File: config.mk
export PLATFORM = sky130hd
export DESIGN_NAME = bier_bitstring_replicator
export DESIGN_NICKNAME = d
export VERILOG_FILES = /design/src/hdl/bbr_pkg.sv /design/src/hdl/bbr_front.sv /design/src/hdl/bbr_queue.sv /design/src/hdl/bbr_back.sv /design/src/hdl/bier_bitstring_replicator.sv
export SDC_FILE = /design/constraint.sdc
export NUM_CORES = 2
export LEC_CHECK = 0
export BUFFER_PORTS_ARGS = -buffer_cell sky130_fd_sc_hd__buf_2
export CAP_MARGIN = 20
export CORE_ASPECT_RATIO = 0.7
export CORE_UTILIZATION = 30
export CTS_CLUSTER_SIZE = 40
export DETAILED_ROUTE_END_ITERATION = 10
export GPL_TIMING_DRIVEN = 0
export MAX_ROUTING_LAYER = met4
export PLACE_DENSITY = 0.51
export SLEW_MARGIN = 20
export SYNTH_ARGS = -nofsm -noshare
export SYNTH_HDL_FRONTEND = slang
export SYNTH_SLANG_ARGS = --single-unit
export TNS_END_PERCENT = 30
File: constraint.sdc
create_clock -name clk -period 4.5 [get_ports clk]
set_clock_uncertainty 0.15 [all_clocks]
set_input_delay 0.225 -clock clk [delete_from_list [all_inputs] [get_ports clk]]
set_output_delay 0.225 -clock clk [all_outputs]
set_load 0.02 [all_outputs]
File: src/hdl/bbr_pkg.sv
`timescale 1ns / 1ps
// ----------------------------------------------------------------------------
// bbr_pkg
// Shared codes and widths for the BIER bitstring replicator.
// ----------------------------------------------------------------------------
package bbr_pkg;

  localparam int RIDX_W      = 6;
  localparam int PORT_BITS   = 32;
  localparam int MAX_RESULTS = 32;
  localparam int CNT_W       = 6;
  localparam int CFG_ADDR_W  = 3;
  localparam int CFG_DATA_W  = 32;

  typedef enum logic {
    OP_WRITE = 1'b0,
    OP_FWD   = 1'b1
  } op_t;

  typedef enum logic [1:0] {
    KIND_COPY  = 2'd0,
    KIND_LOCAL = 2'd1,
    KIND_DROP  = 2'd2
  } kind_t;

  typedef enum logic {
    BK_IDLE  = 1'b0,
    BK_APPLY = 1'b1
  } bk_state_t;

  localparam logic REG_LOCAL_ID = 1'b0;

endpackage

File: src/hdl/bbr_front.sv
`timescale 1ns / 1ps
// ----------------------------------------------------------------------------
// bbr_front
// Input stage: takes items, drops those without effect, packs commands.
// ----------------------------------------------------------------------------
module bbr_front import bbr_pkg::*; #(
  parameter int BITSTRING_BITS = 32,
  parameter int IW             = $clog2(BITSTRING_BITS),
  parameter int CW             = 1 + IW + BITSTRING_BITS
) (
  input  logic                 clk,
  input  logic                 rst_n,
  input  logic                 in_valid,
  output logic                 in_stall,
  input  logic                 in_operation,
  input  logic [RIDX_W-1:0]    in_entry_index,
  input  logic [PORT_BITS-1:0] in_entry_mask,
  input  logic [PORT_BITS-1:0] in_packet_bits,
  input  logic                 q_full,
  output logic                 q_push,
  output logic [CW-1:0]        q_data
);

  logic                            fv_r, fv_nxt;
  logic [CW-1:0]                   cmd_r;
  logic                            accept, keep;
  logic [BITSTRING_BITS+PORT_BITS-1:0] mask_ext, bits_ext;
  logic [BITSTRING_BITS-1:0]       mask_v, bits_v;
  logic [RIDX_W-1:0]               idx_m1;
  logic [CW-1:0]                   cmd_nxt;

  assign in_stall = fv_r && q_full;
  assign accept   = in_valid && !in_stall;
  assign q_push   = fv_r && !q_full;
  assign q_data   = cmd_r;

  assign mask_ext = {{BITSTRING_BITS{1'b0}}, in_entry_mask};
  assign bits_ext = {{BITSTRING_BITS{1'b0}}, in_packet_bits};
  assign mask_v   = mask_ext[BITSTRING_BITS-1:0];
  assign bits_v   = bits_ext[BITSTRING_BITS-1:0];
  assign idx_m1   = in_entry_index - RIDX_W'(1);

  always_comb begin
    if (in_operation == OP_WRITE) begin
      keep    = (in_entry_index != '0) &&
                ({1'b0, in_entry_index} <= (RIDX_W+1)'(BITSTRING_BITS));
      cmd_nxt = {OP_WRITE, idx_m1[IW-1:0], mask_v};
    end else begin
      keep    = (bits_v != '0);
      cmd_nxt = {OP_FWD, {IW{1'b0}}, bits_v};
    end
  end

  always_comb begin
    if (accept) begin
      fv_nxt = keep;
    end else begin
      fv_nxt = fv_r && !q_push;
    end
  end

  always_ff @(posedge clk) begin
    if (!rst_n) begin
      fv_r <= 1'b0;
    end else begin
      fv_r <= fv_nxt;
    end
  end

  always_ff @(posedge clk) begin
    if (accept) begin
      cmd_r <= cmd_nxt;
    end
  end

endmodule

File: src/hdl/bbr_queue.sv
`timescale 1ns / 1ps
// ----------------------------------------------------------------------------
// bbr_queue
// Two-entry command queue between the front and back parts.
// ----------------------------------------------------------------------------
module bbr_queue import bbr_pkg::*; #(
  parameter int W = 39
) (
  input  logic         clk,
  input  logic         rst_n,
  input  logic         push,
  input  logic [W-1:0] push_data,
  output logic         full,
  input  logic         pop,
  output logic         empty,
  output logic [W-1:0] head
);

  logic [W-1:0] slot_r [2];
  logic         wp_r, wp_nxt;
  logic         rp_r, rp_nxt;
  logic [1:0]   cnt_r, cnt_nxt;

  assign full  = (cnt_r == 2'd2);
  assign empty = (cnt_r == 2'd0);
  assign head  = slot_r[rp_r];

  always_comb begin
    wp_nxt  = push ? !wp_r : wp_r;
    rp_nxt  = pop ? !rp_r : rp_r;
    cnt_nxt = cnt_r;
    if (push && !pop) begin
      cnt_nxt = cnt_r + 2'd1;
    end else if (pop && !push) begin
      cnt_nxt = cnt_r - 2'd1;
    end
  end

  always_ff @(posedge clk) begin
    if (!rst_n) begin
      wp_r  <= 1'b0;
      rp_r  <= 1'b0;
      cnt_r <= 2'd0;
    end else begin
      wp_r  <= wp_nxt;
      rp_r  <= rp_nxt;
      cnt_r <= cnt_nxt;
    end
  end

  always_ff @(posedge clk) begin
    if (push) begin
      slot_r[wp_r] <= push_data;
    end
  end

endmodule

File: src/hdl/bbr_back.sv
`timescale 1ns / 1ps
// ----------------------------------------------------------------------------
// bbr_back
// Forwarding table and bit scanner; one result per table read.
// ----------------------------------------------------------------------------
module bbr_back import bbr_pkg::*; #(
  parameter int BITSTRING_BITS = 32,
  parameter int IW             = $clog2(BITSTRING_BITS),
  parameter int CW             = 1 + IW + BITSTRING_BITS
) (
  input  logic                 clk,
  input  logic                 rst_n,
  input  logic                 q_empty,
  input  logic [CW-1:0]        q_head,
  output logic                 q_pop,
  input  logic [RIDX_W-1:0]    local_id,
  output logic                 out_valid,
  input  logic                 out_stall,
  output logic [1:0]           out_kind,
  output logic [RIDX_W-1:0]    out_router_index,
  output logic [PORT_BITS-1:0] out_copy_bits,
  output logic                 out_last
);

  bk_state_t                 state_r, state_nxt;
  logic [BITSTRING_BITS-1:0] mask_mem [BITSTRING_BITS];
  logic [BITSTRING_BITS-1:0] ev_r, ev_nxt;
  logic [BITSTRING_BITS-1:0] rd_data_r;
  logic [BITSTRING_BITS-1:0] work_r, work_nxt;
  logic [IW-1:0]             pos_r, pos_nxt;
  logic [CNT_W-1:0]          cnt_r, cnt_nxt;

  logic                      ov_r, ov_nxt;
  kind_t                     kind_r;
  logic [RIDX_W-1:0]         ridx_r;
  logic [PORT_BITS-1:0]      copy_r;
  logic                      last_r;

  logic                      h_op;
  logic [IW-1:0]             h_addr;
  logic [BITSTRING_BITS-1:0] h_data;
  logic                      wr_en, rd_en;
  logic [IW-1:0]             rd_addr;
  logic                      load;
  logic [BITSTRING_BITS-1:0] bit_sel, used_mask, new_work, copy_v;
  logic [BITSTRING_BITS+PORT_BITS-1:0] copy_ext;
  logic [6:0]                ridx7;
  logic                      is_local, ent_ok, res_last;
  kind_t                     kind_v;
  logic [IW-1:0]             low_head, low_new;

  assign {h_op, h_addr, h_data} = q_head;

  always_comb begin
    low_head = '0;
    low_new  = '0;
    for (int i = BITSTRING_BITS - 1; i >= 0; i--) begin
      if (h_data[i]) low_head = IW'(i);
      if (new_work[i]) low_new = IW'(i);
    end
  end

  // result for the bit at pos_r, using the mask held from the latest table read
  always_comb begin
    bit_sel   = '0;
    bit_sel[pos_r] = 1'b1;
    ridx7     = 7'(pos_r) + 7'd1;
    is_local  = (ridx7 == {1'b0, local_id});
    ent_ok    = ev_r[pos_r];
    used_mask = ent_ok ? rd_data_r : '0;
    new_work  = work_r & ~used_mask & ~bit_sel;
    res_last  = (new_work == '0) || (cnt_r == CNT_W'(MAX_RESULTS - 1));
    copy_v    = '0;
    if (is_local) begin
      kind_v = KIND_LOCAL;
    end else if (ent_ok) begin
      kind_v = KIND_COPY;
      copy_v = work_r & rd_data_r;
    end else begin
      kind_v = KIND_DROP;
    end
    copy_ext  = {{PORT_BITS{1'b0}}, copy_v};
  end

  always_comb begin
    state_nxt = state_r;
    case (state_r)
      BK_IDLE: begin
        if (!q_empty && h_op == OP_FWD) state_nxt = BK_APPLY;
      end
      BK_APPLY: begin
        if (load && res_last) state_nxt = BK_IDLE;
      end
      default: state_nxt = BK_IDLE;
    endcase
  end

  always_comb begin
    q_pop    = 1'b0;
    wr_en    = 1'b0;
    rd_en    = 1'b0;
    rd_addr  = pos_r;
    load     = 1'b0;
    ev_nxt   = ev_r;
    work_nxt = work_r;
    pos_nxt  = pos_r;
    cnt_nxt  = cnt_r;
    case (state_r)
      BK_IDLE: begin
        if (!q_empty) begin
          q_pop = 1'b1;
          if (h_op == OP_WRITE) begin
            wr_en          = 1'b1;
            ev_nxt[h_addr] = 1'b1;
          end else begin
            rd_en    = 1'b1;
            rd_addr  = low_head;
            pos_nxt  = low_head;
            work_nxt = h_data;
            cnt_nxt  = '0;
          end
        end
      end
      BK_APPLY: begin
        load = !ov_r || !out_stall;
        if (load && !res_last) begin
          rd_en    = 1'b1;
          rd_addr  = low_new;
          pos_nxt  = low_new;
          work_nxt = new_work;
          cnt_nxt  = cnt_r + CNT_W'(1);
        end
      end
      default: ;
    endcase
    ov_nxt = load ? 1'b1 : (ov_r && out_stall);
  end

  always_ff @(posedge clk) begin
    if (!rst_n) begin
      state_r <= BK_IDLE;
      ev_r    <= '0;
      ov_r    <= 1'b0;
    end else begin
      state_r <= state_nxt;
      ev_r    <= ev_nxt;
      ov_r    <= ov_nxt;
    end
  end

  always_ff @(posedge clk) begin
    work_r <= work_nxt;
    pos_r  <= pos_nxt;
    cnt_r  <= cnt_nxt;
    if (load) begin
      kind_r <= kind_v;
      ridx_r <= ridx7[RIDX_W-1:0];
      copy_r <= copy_ext[PORT_BITS-1:0];
      last_r <= res_last;
    end
  end

  always_ff @(posedge clk) begin
    if (wr_en) begin
      mask_mem[h_addr] <= h_data;
    end
    if (rd_en) begin
      rd_data_r <= mask_mem[rd_addr];
    end
  end

  assign out_valid        = ov_r;
  assign out_kind         = kind_r;
  assign out_router_index = ridx_r;
  assign out_copy_bits    = copy_r;
  assign out_last         = last_r;

`ifndef SYNTHESIS
  a_apply_bit_set: assert property (@(posedge clk) disable iff (!rst_n)
    (state_r == BK_APPLY) |-> work_r[pos_r])
    else $error("scan position not set in working bitstring");

  a_write_idle: assert property (@(posedge clk) disable iff (!rst_n)
    wr_en |-> (state_r == BK_IDLE))
    else $error("table write outside idle");

  a_cnt_limit: assert property (@(posedge clk) disable iff (!rst_n)
    (state_r == BK_APPLY) |-> (cnt_r < CNT_W'(MAX_RESULTS)))
    else $error("result count past limit");

  a_last_ends: assert property (@(posedge clk) disable iff (!rst_n)
    (load && res_last) |=> (state_r == BK_IDLE))
    else $error("scan continues after last result");
`endif

endmodule

File: src/hdl/bier_bitstring_replicator.sv
`timescale 1ns / 1ps
// ----------------------------------------------------------------------------
// bier_bitstring_replicator
// BIER bit-index forwarding: table writes and per-bit packet replication.
// ----------------------------------------------------------------------------
// A table write is applied by the scanner while it is idle. A forward item
// starts with a table read at its lowest set bit, then yields one result per
// scanned bit; items with no result (empty bitstring, out-of-range write
// index) are dropped at the input stage. Results are paced by the loop
// through the table's registered read port: the next scan position depends
// on the mask just read. Inputs pass a register stage and a two-entry queue
// before the scanner, and the block keeps taking items while the scanner
// works until that queue fills. The mask table has no reset; only its valid
// bits clear.
// ----------------------------------------------------------------------------
module bier_bitstring_replicator import bbr_pkg::*; #(
  parameter int BITSTRING_BITS = 32
) (
  input  logic                  clk,
  input  logic                  rst_n,
  input  logic                  psel,
  input  logic                  penable,
  input  logic                  pwrite,
  input  logic [CFG_ADDR_W-1:0] paddr,
  input  logic [CFG_DATA_W-1:0] pwdata,
  output logic [CFG_DATA_W-1:0] prdata,
  output logic                  pready,
  input  logic                  in_valid,
  output logic                  in_stall,
  input  logic                  in_operation,
  input  logic [RIDX_W-1:0]     in_entry_index,
  input  logic [PORT_BITS-1:0]  in_entry_mask,
  input  logic [PORT_BITS-1:0]  in_packet_bits,
  output logic                  out_valid,
  input  logic                  out_stall,
  output logic [1:0]            out_kind,
  output logic [RIDX_W-1:0]     out_router_index,
  output logic [PORT_BITS-1:0]  out_copy_bits,
  output logic                  out_last
);

  localparam int IW = $clog2(BITSTRING_BITS);
  localparam int CW = 1 + IW + BITSTRING_BITS;

  logic [RIDX_W-1:0] local_id_r, local_id_nxt;
  logic              reg_hit;
  logic              q_push, q_full, q_pop, q_empty;
  logic [CW-1:0]     push_data, head;

  assign pready  = 1'b1;
  assign reg_hit = (paddr[CFG_ADDR_W-1:2] == REG_LOCAL_ID);

  always_comb begin
    local_id_nxt = local_id_r;
    if (psel && penable && pwrite && pready && reg_hit) begin
      local_id_nxt = pwdata[RIDX_W-1:0];
    end
  end

  always_comb begin
    prdata = '0;
    if (reg_hit) begin
      prdata = {{(CFG_DATA_W-RIDX_W){1'b0}}, local_id_r};
    end
  end

  always_ff @(posedge clk) begin
    if (!rst_n) begin
      local_id_r <= '0;
    end else begin
      local_id_r <= local_id_nxt;
    end
  end

  bbr_front #(
    .BITSTRING_BITS(BITSTRING_BITS),
    .IW            (IW),
    .CW            (CW)
  ) u_front (
    .clk           (clk),
    .rst_n         (rst_n),
    .in_valid      (in_valid),
    .in_stall      (in_stall),
    .in_operation  (in_operation),
    .in_entry_index(in_entry_index),
    .in_entry_mask (in_entry_mask),
    .in_packet_bits(in_packet_bits),
    .q_full        (q_full),
    .q_push        (q_push),
    .q_data        (push_data)
  );

  bbr_queue #(
    .W(CW)
  ) u_queue (
    .clk      (clk),
    .rst_n    (rst_n),
    .push     (q_push),
    .push_data(push_data),
    .full     (q_full),
    .pop      (q_pop),
    .empty    (q_empty),
    .head     (head)
  );

  bbr_back #(
    .BITSTRING_BITS(BITSTRING_BITS),
    .IW            (IW),
    .CW            (CW)
  ) u_back (
    .clk             (clk),
    .rst_n           (rst_n),
    .q_empty         (q_empty),
    .q_head          (head),
    .q_pop           (q_pop),
    .local_id        (local_id_r),
    .out_valid       (out_valid),
    .out_stall       (out_stall),
    .out_kind        (out_kind),
    .out_router_index(out_router_index),
    .out_copy_bits   (out_copy_bits),
    .out_last        (out_last)
  );

endmodule
---- Yosys cells after proc, flatten, opt, wreduce, memory -nomap -nowiden ----
Memory sizes are Yosys's and may differ from the RTL's. A register that Yosys moved wholly into a read port is not among the register bits.
Cells that the tools add are included.
storage, ports and cells
  flip-flop bits (word level) ............. 167
  bits in writable memories ............... 1100
  input port bits ......................... 113
  output and inout port bits .............. 76
  word-level logic and storage cells ...... 192
  memories ................................ 2
memory list
  name             words  width  read ports  clocked after memory_dff  write ports  line             text
  u_back.mask_mem  32     32     1           1                         1            bbr_back.sv:26   logic [BITSTRING_BITS-1:0] mask_mem [BITSTRING_BITS];
  u_queue.slot_r   2      38     1           1                         1            bbr_queue.sv:19  logic [W-1:0] slot_r [2];
operators by class
  add/sub/neg operators ................... 5
  order comparisons ....................... 5
  equal/unequal tests ..................... 6
  muxes and demuxes ....................... 110
  bitwise logic cells ..................... 11
  reduce and logical (&&, ||, !) cells .... 36
operator list
  kind                                                                           count
  5-bit 2-to-1 mux                                                               67
  32-bit 2-to-1 mux                                                              4
  32-bit AND                                                                     3
  32-bit inverter                                                                2
  32-bit case mux with 2 select lines                                            1
  38-bit 2-to-1 mux                                                              1
  32-bit zero test                                                               1
  32-bit bitwise OR                                                              1
  32-bit nonzero test                                                            1
  6-bit 2-to-1 mux                                                               4
  1-bit 2-to-1 mux                                                               23
  1-bit logical AND                                                              16
  5-bit by 6-bit less-than comparator with 1-bit output (second input constant)  2
  6-bit case mux with 2 select lines                                             1
  1-bit demux with 5-bit select                                                  2
  5-bit by 1-bit >= comparator with 1-bit output (second input constant)         2
  1-bit zero test                                                                10
  5-bit case mux with 2 select lines                                             1
  7-bit by 6-bit equality test with 1-bit output                                 1
  5-bit by 1-bit adder with 6-bit output (second input constant)                 1
  6-bit by 1-bit adder with 6-bit output (second input constant)                 1
  6-bit by 5-bit equality test with 1-bit output (second input constant)         1
  6-bit less-or-equal comparator (second input constant)                         1
  2-bit 2-to-1 mux                                                               3
  15 further kinds                                                               23

---- Depth between registers and ports, before layout ----
  depth in word-level cells ............... 40
  depth in mapped cells ................... 20
  gate-level depth less buffers ........... 16

---- Hierarchy ----
From an unflattened synthesis, not the netlist that was laid out.
unflattened totals
  cell total of the unflattened synthesis .. 3489
  area, all modules ....................... 53122.2 µm²
by module, submodules not included
  module                     instances  cells each  area each (µm²)  seq. area each (µm²)
  bbr_back                   1          3178        47880.9          34863.4
  bbr_queue                  1          140         2964.1           2382.3
  bbr_front                  1          109         1764.2           1161.1
  bier_bitstring_replicator  1          62          513.0            120.1

---- Least setup slack after synthesis ----
Ideal clock, no wire load.
  kind .................................... reg2reg
  start ................................... reg u_back.pos_r[0]
  end ..................................... reg u_back.cnt_r[0] (enable)
  library setup time ...................... 0.446 ns
  arrival ................................. 4.278 ns
  required time ........................... 3.904 ns
  slack ................................... -0.374 ns
  stages on the path, launching flop included .. 10
  path buffers ............................ 2
  clock period less this slack ............ 4.874 ns
  cell sequence ........................... dfxtp_1 buf_4 mux4_2 o2111a_1 nor4_2 buf_2 a21oi_1 nand4b_1 o211ai_1 a21oi_1
on the way
  word-level cells in the longest chain between the ends .. 12
  elaborated cells on any way between the ends .. 18
  classes of those cells .................. 2 x order compare; 1 x eq/ne; 5 x mux; 4 x bitwise; 6 x reduce/logical
ends and longest elaborated chain
  element                                                                                              line                            text
  start, declared                                                                                      bbr_back.sv:30                  logic [IW-1:0] pos_r, pos_nxt;
  start signal, assigned                                                                               bbr_back.sv:153                 pos_r <= pos_nxt;
  5-bit by 6-bit less-than comparator with 1-bit output (implied by the code) (tied with other cells)  bbr_back.sv:66                  bit_sel[pos_r] = 1'b1;
  1-bit logical AND (implied by the code) / 1-bit 2-to-1 mux (equally long branches)                   bbr_back.sv:66, bbr_back.sv:69
  1-bit 2-to-1 mux (implied by the code) / 32-bit 2-to-1 mux (equally long branches)                   bbr_back.sv:66, bbr_back.sv:70
  1-bit demux with 5-bit select / 32-bit inverter (equally long branches)                              n/a
  32-bit inverter / 32-bit AND (equally long branches)                                                 bbr_back.sv:71                  new_work = work_r & ~used_mask & ~bit_sel;
  32-bit AND (*)                                                                                       bbr_back.sv:71
  32-bit zero test (*)                                                                                 bbr_back.sv:72                  res_last = (new_work == '0) || (cnt_r == CNT_W'(MAX_RESULTS - 1));
  1-bit logical OR (*)                                                                                 bbr_back.sv:72
  1-bit zero test (*)                                                                                  bbr_back.sv:126                 if (load && !res_last) begin
  1-bit logical AND (*)                                                                                bbr_back.sv:126
  2-bit != test (no source line) (*)                                                                   n/a
  3-bit AND reduction (no source line) (*)                                                             n/a
  end signal, assigned                                                                                 bbr_back.sv:154                 cnt_r <= cnt_nxt;
  end, declared                                                                                        bbr_back.sv:31                  logic [CNT_W-1:0] cnt_r, cnt_nxt;
Every way passes the cells marked *; elsewhere a longest branch is shown, timed or not. The select of a mux whose other input is x is not followed.
A chain may end at the register's enable or synchronous reset.

---- Worst setup path after layout ----
  start ................................... reg u_back.pos_r[0]
  end ..................................... reg u_back.rd_data_r[15], read port of u_back.mask_mem, data pin
on the way
  word-level cells in the longest chain between the ends .. 40
  elaborated cells on any way between the ends .. 54
  classes of those cells .................. 2 x order compare; 43 x mux; 4 x bitwise; 5 x reduce/logical
ends and longest elaborated chain
  element                                                                                              line                            text
  5-bit by 6-bit less-than comparator with 1-bit output (implied by the code) (tied with other cells)  bbr_back.sv:66
  1-bit logical AND (implied by the code) / 1-bit 2-to-1 mux (equally long branches)                   bbr_back.sv:66, bbr_back.sv:69
  1-bit 2-to-1 mux (implied by the code) / 32-bit 2-to-1 mux (equally long branches)                   bbr_back.sv:66, bbr_back.sv:70
  1-bit demux with 5-bit select / 32-bit inverter (equally long branches)                              n/a
  32-bit inverter / 32-bit AND (equally long branches)                                                 bbr_back.sv:71
  32-bit AND                                                                                           bbr_back.sv:71
  5-bit 2-to-1 mux (32 in a row)                                                                       bbr_back.sv:59                  if (new_work[i]) low_new = IW'(i);
  5-bit 2-to-1 mux                                                                                     bbr_back.sv:126
  5-bit case mux with 2 select lines                                                                   bbr_back.sv:108                 case (state_r)
  end, declared                                                                                        bbr_back.sv:28                  logic [BITSTRING_BITS-1:0] rd_data_r;
Parallel ways exist; a longest one is shown, timed or not. The select of a mux whose other input is x is not followed.

==> results by group <==
Final layout
  • Final Core Density: 39.3%
  • Finished Cell Area: ~0.068 mm²
  • # nets final: roughly 4,300
  • Fraction of layout cells with a size suffix above 1: between 20 and 30%
  • P&R area growth vs syn: 29.4%
  • Layout Cells excl Fill: between 6,000 and 7,000

Placement
  • Port Buffer Count: ~130
  • Dpl cells: a little over 6,000
  • Routability Congestion: between 0.9 and 1
  • Post-DP Area: between 0.05 and 0.06 mm²
  • Hpwl dp: roughly 120,000 µm

Pwr
  • P_sw: about 24 mW
  • Leakage power: between 20 and 25 nW
  • Comb power frac: 52.6%
  • Pint: about 30 mW
  • Power share of the sequential group: between 20% and 30%
  • PwrDens: 799 mW/mm²
  • Clock power frac: roughly a fifth
  • Max VDD drop: just over 0.0004 V
  • Net Sw Frac: roughly 44%

Clocking
  • Clk_lat worst skew: between 0.7 and 0.8 ns
  • Clock sinks: roughly 1,300
  • Clock-pin transition on the worst setup and hold timing paths: approximately 0.070 ns
  • TritonCTS Buffers: around 120
  • H-tree lvl count: 3
  • CTS tree: done
  • Root buffer cell: clkbuf_16
  • Largest buffer count on any clock path: 3

Worst setup path
  • CP most frequent cell: buf_12
  • Startpoint types: flip-flop
  • Required @ worst endpoint: slightly below 5 ns
  • Worst path slowest cell: mux4_2
  • Crit path cell chain: buf_12 > mux4_2 > o2111a_2 > buf_4 > o41a_1 > o221ai_1 > o211a_1 > o211ai_1 > a21oi_2 > nor2_4 > buf_12 > buf_12 > buf_16 > buf_4 > buf_16 > mux2i_1 > o21ai_1 > nor4_4 > nor4_4
  • CP max FO: 8
  • CP Capture Type: flip-flop
  • Crit path kind: reg -> reg
  • Data arrival, critical path: 5.66 ns
  • Worst path max stage delay: 0.55 ns
  • Worst R2R Path Depth: 19

Logic synthesis
  • Synthesized cell area: ~0.052 mm²
  • Yosys warns: 0
  • Avg Inst Size Synth: 14.2 µm²
  • Yosys top cell area share: a little under three quarters
  • Distinct cells, synth: between 70 and 80
  • Main synth FF type: edfxtp_1
  • Synth cell count leaders: edfxtp_1, nand2_1, a21oi_1
  • Number of flops mapped to enable cells by yosys: ~1,200
  • Cells after synthesis: approximately 3,700
  • Most numerous cell in the Yosys netlist: edfxtp_1
  • Synth Register Bits: 1,300
  • Top cells by area, synth: edfxtp_1, mux2i_1, nand2_1, a21oi_1, dfxtp_1
  • Sequential cell area fraction in the yosys report: around three quarters
  • Area leader, netlist: edfxtp_1
  • Share of synthesized flip-flops with an asynchronous set or reset: 0%

Routing
  • Post-DR wirelength/cell: between 20 and 30 µm
  • Final WL: 185,000 µm
  • # DRC: 0
  • Average vias per placed instance: around 5.2
  • DR iter-0 viols: 4,770
  • Via Count: about 35,000
  • Drt pass-1 iters: 5
  • DRT antenna net count: 0

Status
  • Status: finished with violations
  • Violated checks: setup timing

Timing
  • RSZ-0062 raised after global routing: yes
  • Post-route setup slack: -0.855 ns
  • Tmin final: approximately 5.4 ns
  • Final Cycle Share: 119%
  • Final-report max-slew violation count: 0
  • Endpoints failing setup: 32
  • Hold Vio Cnt, Final: 0
  • Post-Route Setup TNS: -23.82 ns
  • Hold slack: 0.134 ns
  • Fmax: 187 MHz
  • Least-Margin Pin Slew: roughly 1.1 ns
  • Slew HR: between 20% and 30%

Floorplanning
  • Core area: approximately 0.17 mm²
  • Die area: roughly 0.18 mm²
  • # rows: ~130
  • Die Ht: about 350 µm
  • Initial core utilization: between 30% and 40%
  • I/O Pins: around 190
  • Die width: roughly 500 µm

Job
  • Max cap viols: 0

Hold path
  • Worst hold path depth: 2
  • Worst min path class: in -> reg

Global route
  • Largest net degree at the start of global routing: 37
  • Initial antenna violation count: 19
  • GRT Util Overall: between 20% and 30%
  • Grt total ovfl: 0
  • First-pass GRT wire length: roughly 250,000 µm
  • Vias in the first global route: 32,528
[layout make-up]
cell class              instances  area, µm²
fillers                     15938     105000
flip-flops and latches       1300      38500
multi-input cells            2166      16200
repair buffers                384       4120
clock buffers                 141       3050
well taps                    2322       2910
plain buffers                 218       2120
clock inverters                72        693
inverters                      20        100
diodes                          6       15.0
[sequential cells by signal, summed over array words and instances, names as in the netlist, 32 cells and up, named ones only]
name	flops
u_queue.slot_r	76
u_back.work_r	32
u_back.mask_mem	1024
u_back.ev_r	32
u_front.q_data	38
u_back.rd_data_r	32
u_back.out_copy_bits	32
[cell usage in the layout, fill, tap and decap left out, drive strengths merged, types with 95 or more instances in the layout]
master	synthesis	routed
nor4	139	139
o21ai	153	153
nor2	132	132
mux2i	248	248
edfxtp	1249	1249
nand2	642	642
dlygate4sd3	0	95
buf	138	427
a21oi	352	352
clkbuf	85	220
[critical path, delay by kind of cell (launching register included)]
family	cells	cell delay, ns
simple gates	3	0.72
buf+inv	7	1.09
flops	1	0.36
mux	2	0.71
compound gates	7	1.97
[power groups by stage]
| stage | registers (mW) | logic [mW] | clock network [mW] |
|---|---|---|---|
| CTS | 15.6 | 26.5 | 10.2 |
| detailed placement | 15.8 | 20.6 | 0 |
| global placement | 15.9 | 19.8 | 0 |
| floorplan | 15.7 | 10.5 | 0 |
| finish | 15.6 | 28.5 | 10.1 |
| global route | 15.6 | 29.6 | 10.6 |
[worst paths after layout]
check,startpoint,to,slack (ns)
min,in_operation,u_front.q_data[37],0.13
max reg2reg,u_back.pos_r[0],u_back.rd_data_r[15],-0.86
max,u_back.pos_r[0],u_back.rd_data_r[15],-0.86
min reg2reg,u_front.q_data[26],u_queue.slot_r[0][26],0.29
[what timing repair did]
action | in CTS | in global routing
gates resized for setup | 812 | 162
endpoints found under the setup margin | 1159 | 95
cloned | 5 | 5
pin swaps | 80 | 54
hold buffers | 95 | 0
hold endpoints to repair | 85 | 0
setup buffers | 54 | 28
[per-layer routing]
| metal | vias up | global-route usage [%] | share of wire [%] |
|---|---|---|---|
| li1 | 14956 | - | - |
| met3 | 178 | 8.60 | 15 |
| met1 | 17759 | 31.4 | 45 |
| met2 | 1704 | 26.6 | 38 |
| met4 | 0 | 3.66 | 1.4 |
| met5 | - | - | 0 |
[through the flow]
| stage | setup slack [ns] | total power, mW |
|---|---|---|
| finish | -0.855 | 54.1 |
| global route | -0.831 | 55.8 |
| CTS | -0.706 | 52.2 |
| detailed placement | -4.10 | 36.3 |
| global placement | -7.71 | 35.6 |
| floorplan | -0.268 | 26.3 |
[cell families (layout without fill, tap and decap cells)]
kind of cell / count (synthesis) / count (layout) / share of synthesized area, %
compound gates: 712 / 712 / 7.91
simple gates: 1070 / 1070 / 9.09
other cells: 2 / 33 / 0.0144
fa+ha+maj: 8 / 8 / 0.191
buf+inv: 243 / 835 / 2.32
flops: 1300 / 1300 / 73.7
xor+xnor: 17 / 17 / 0.285
mux: 330 / 332 / 6.53
No activity file was read; power rests on OpenSTA's default activity.
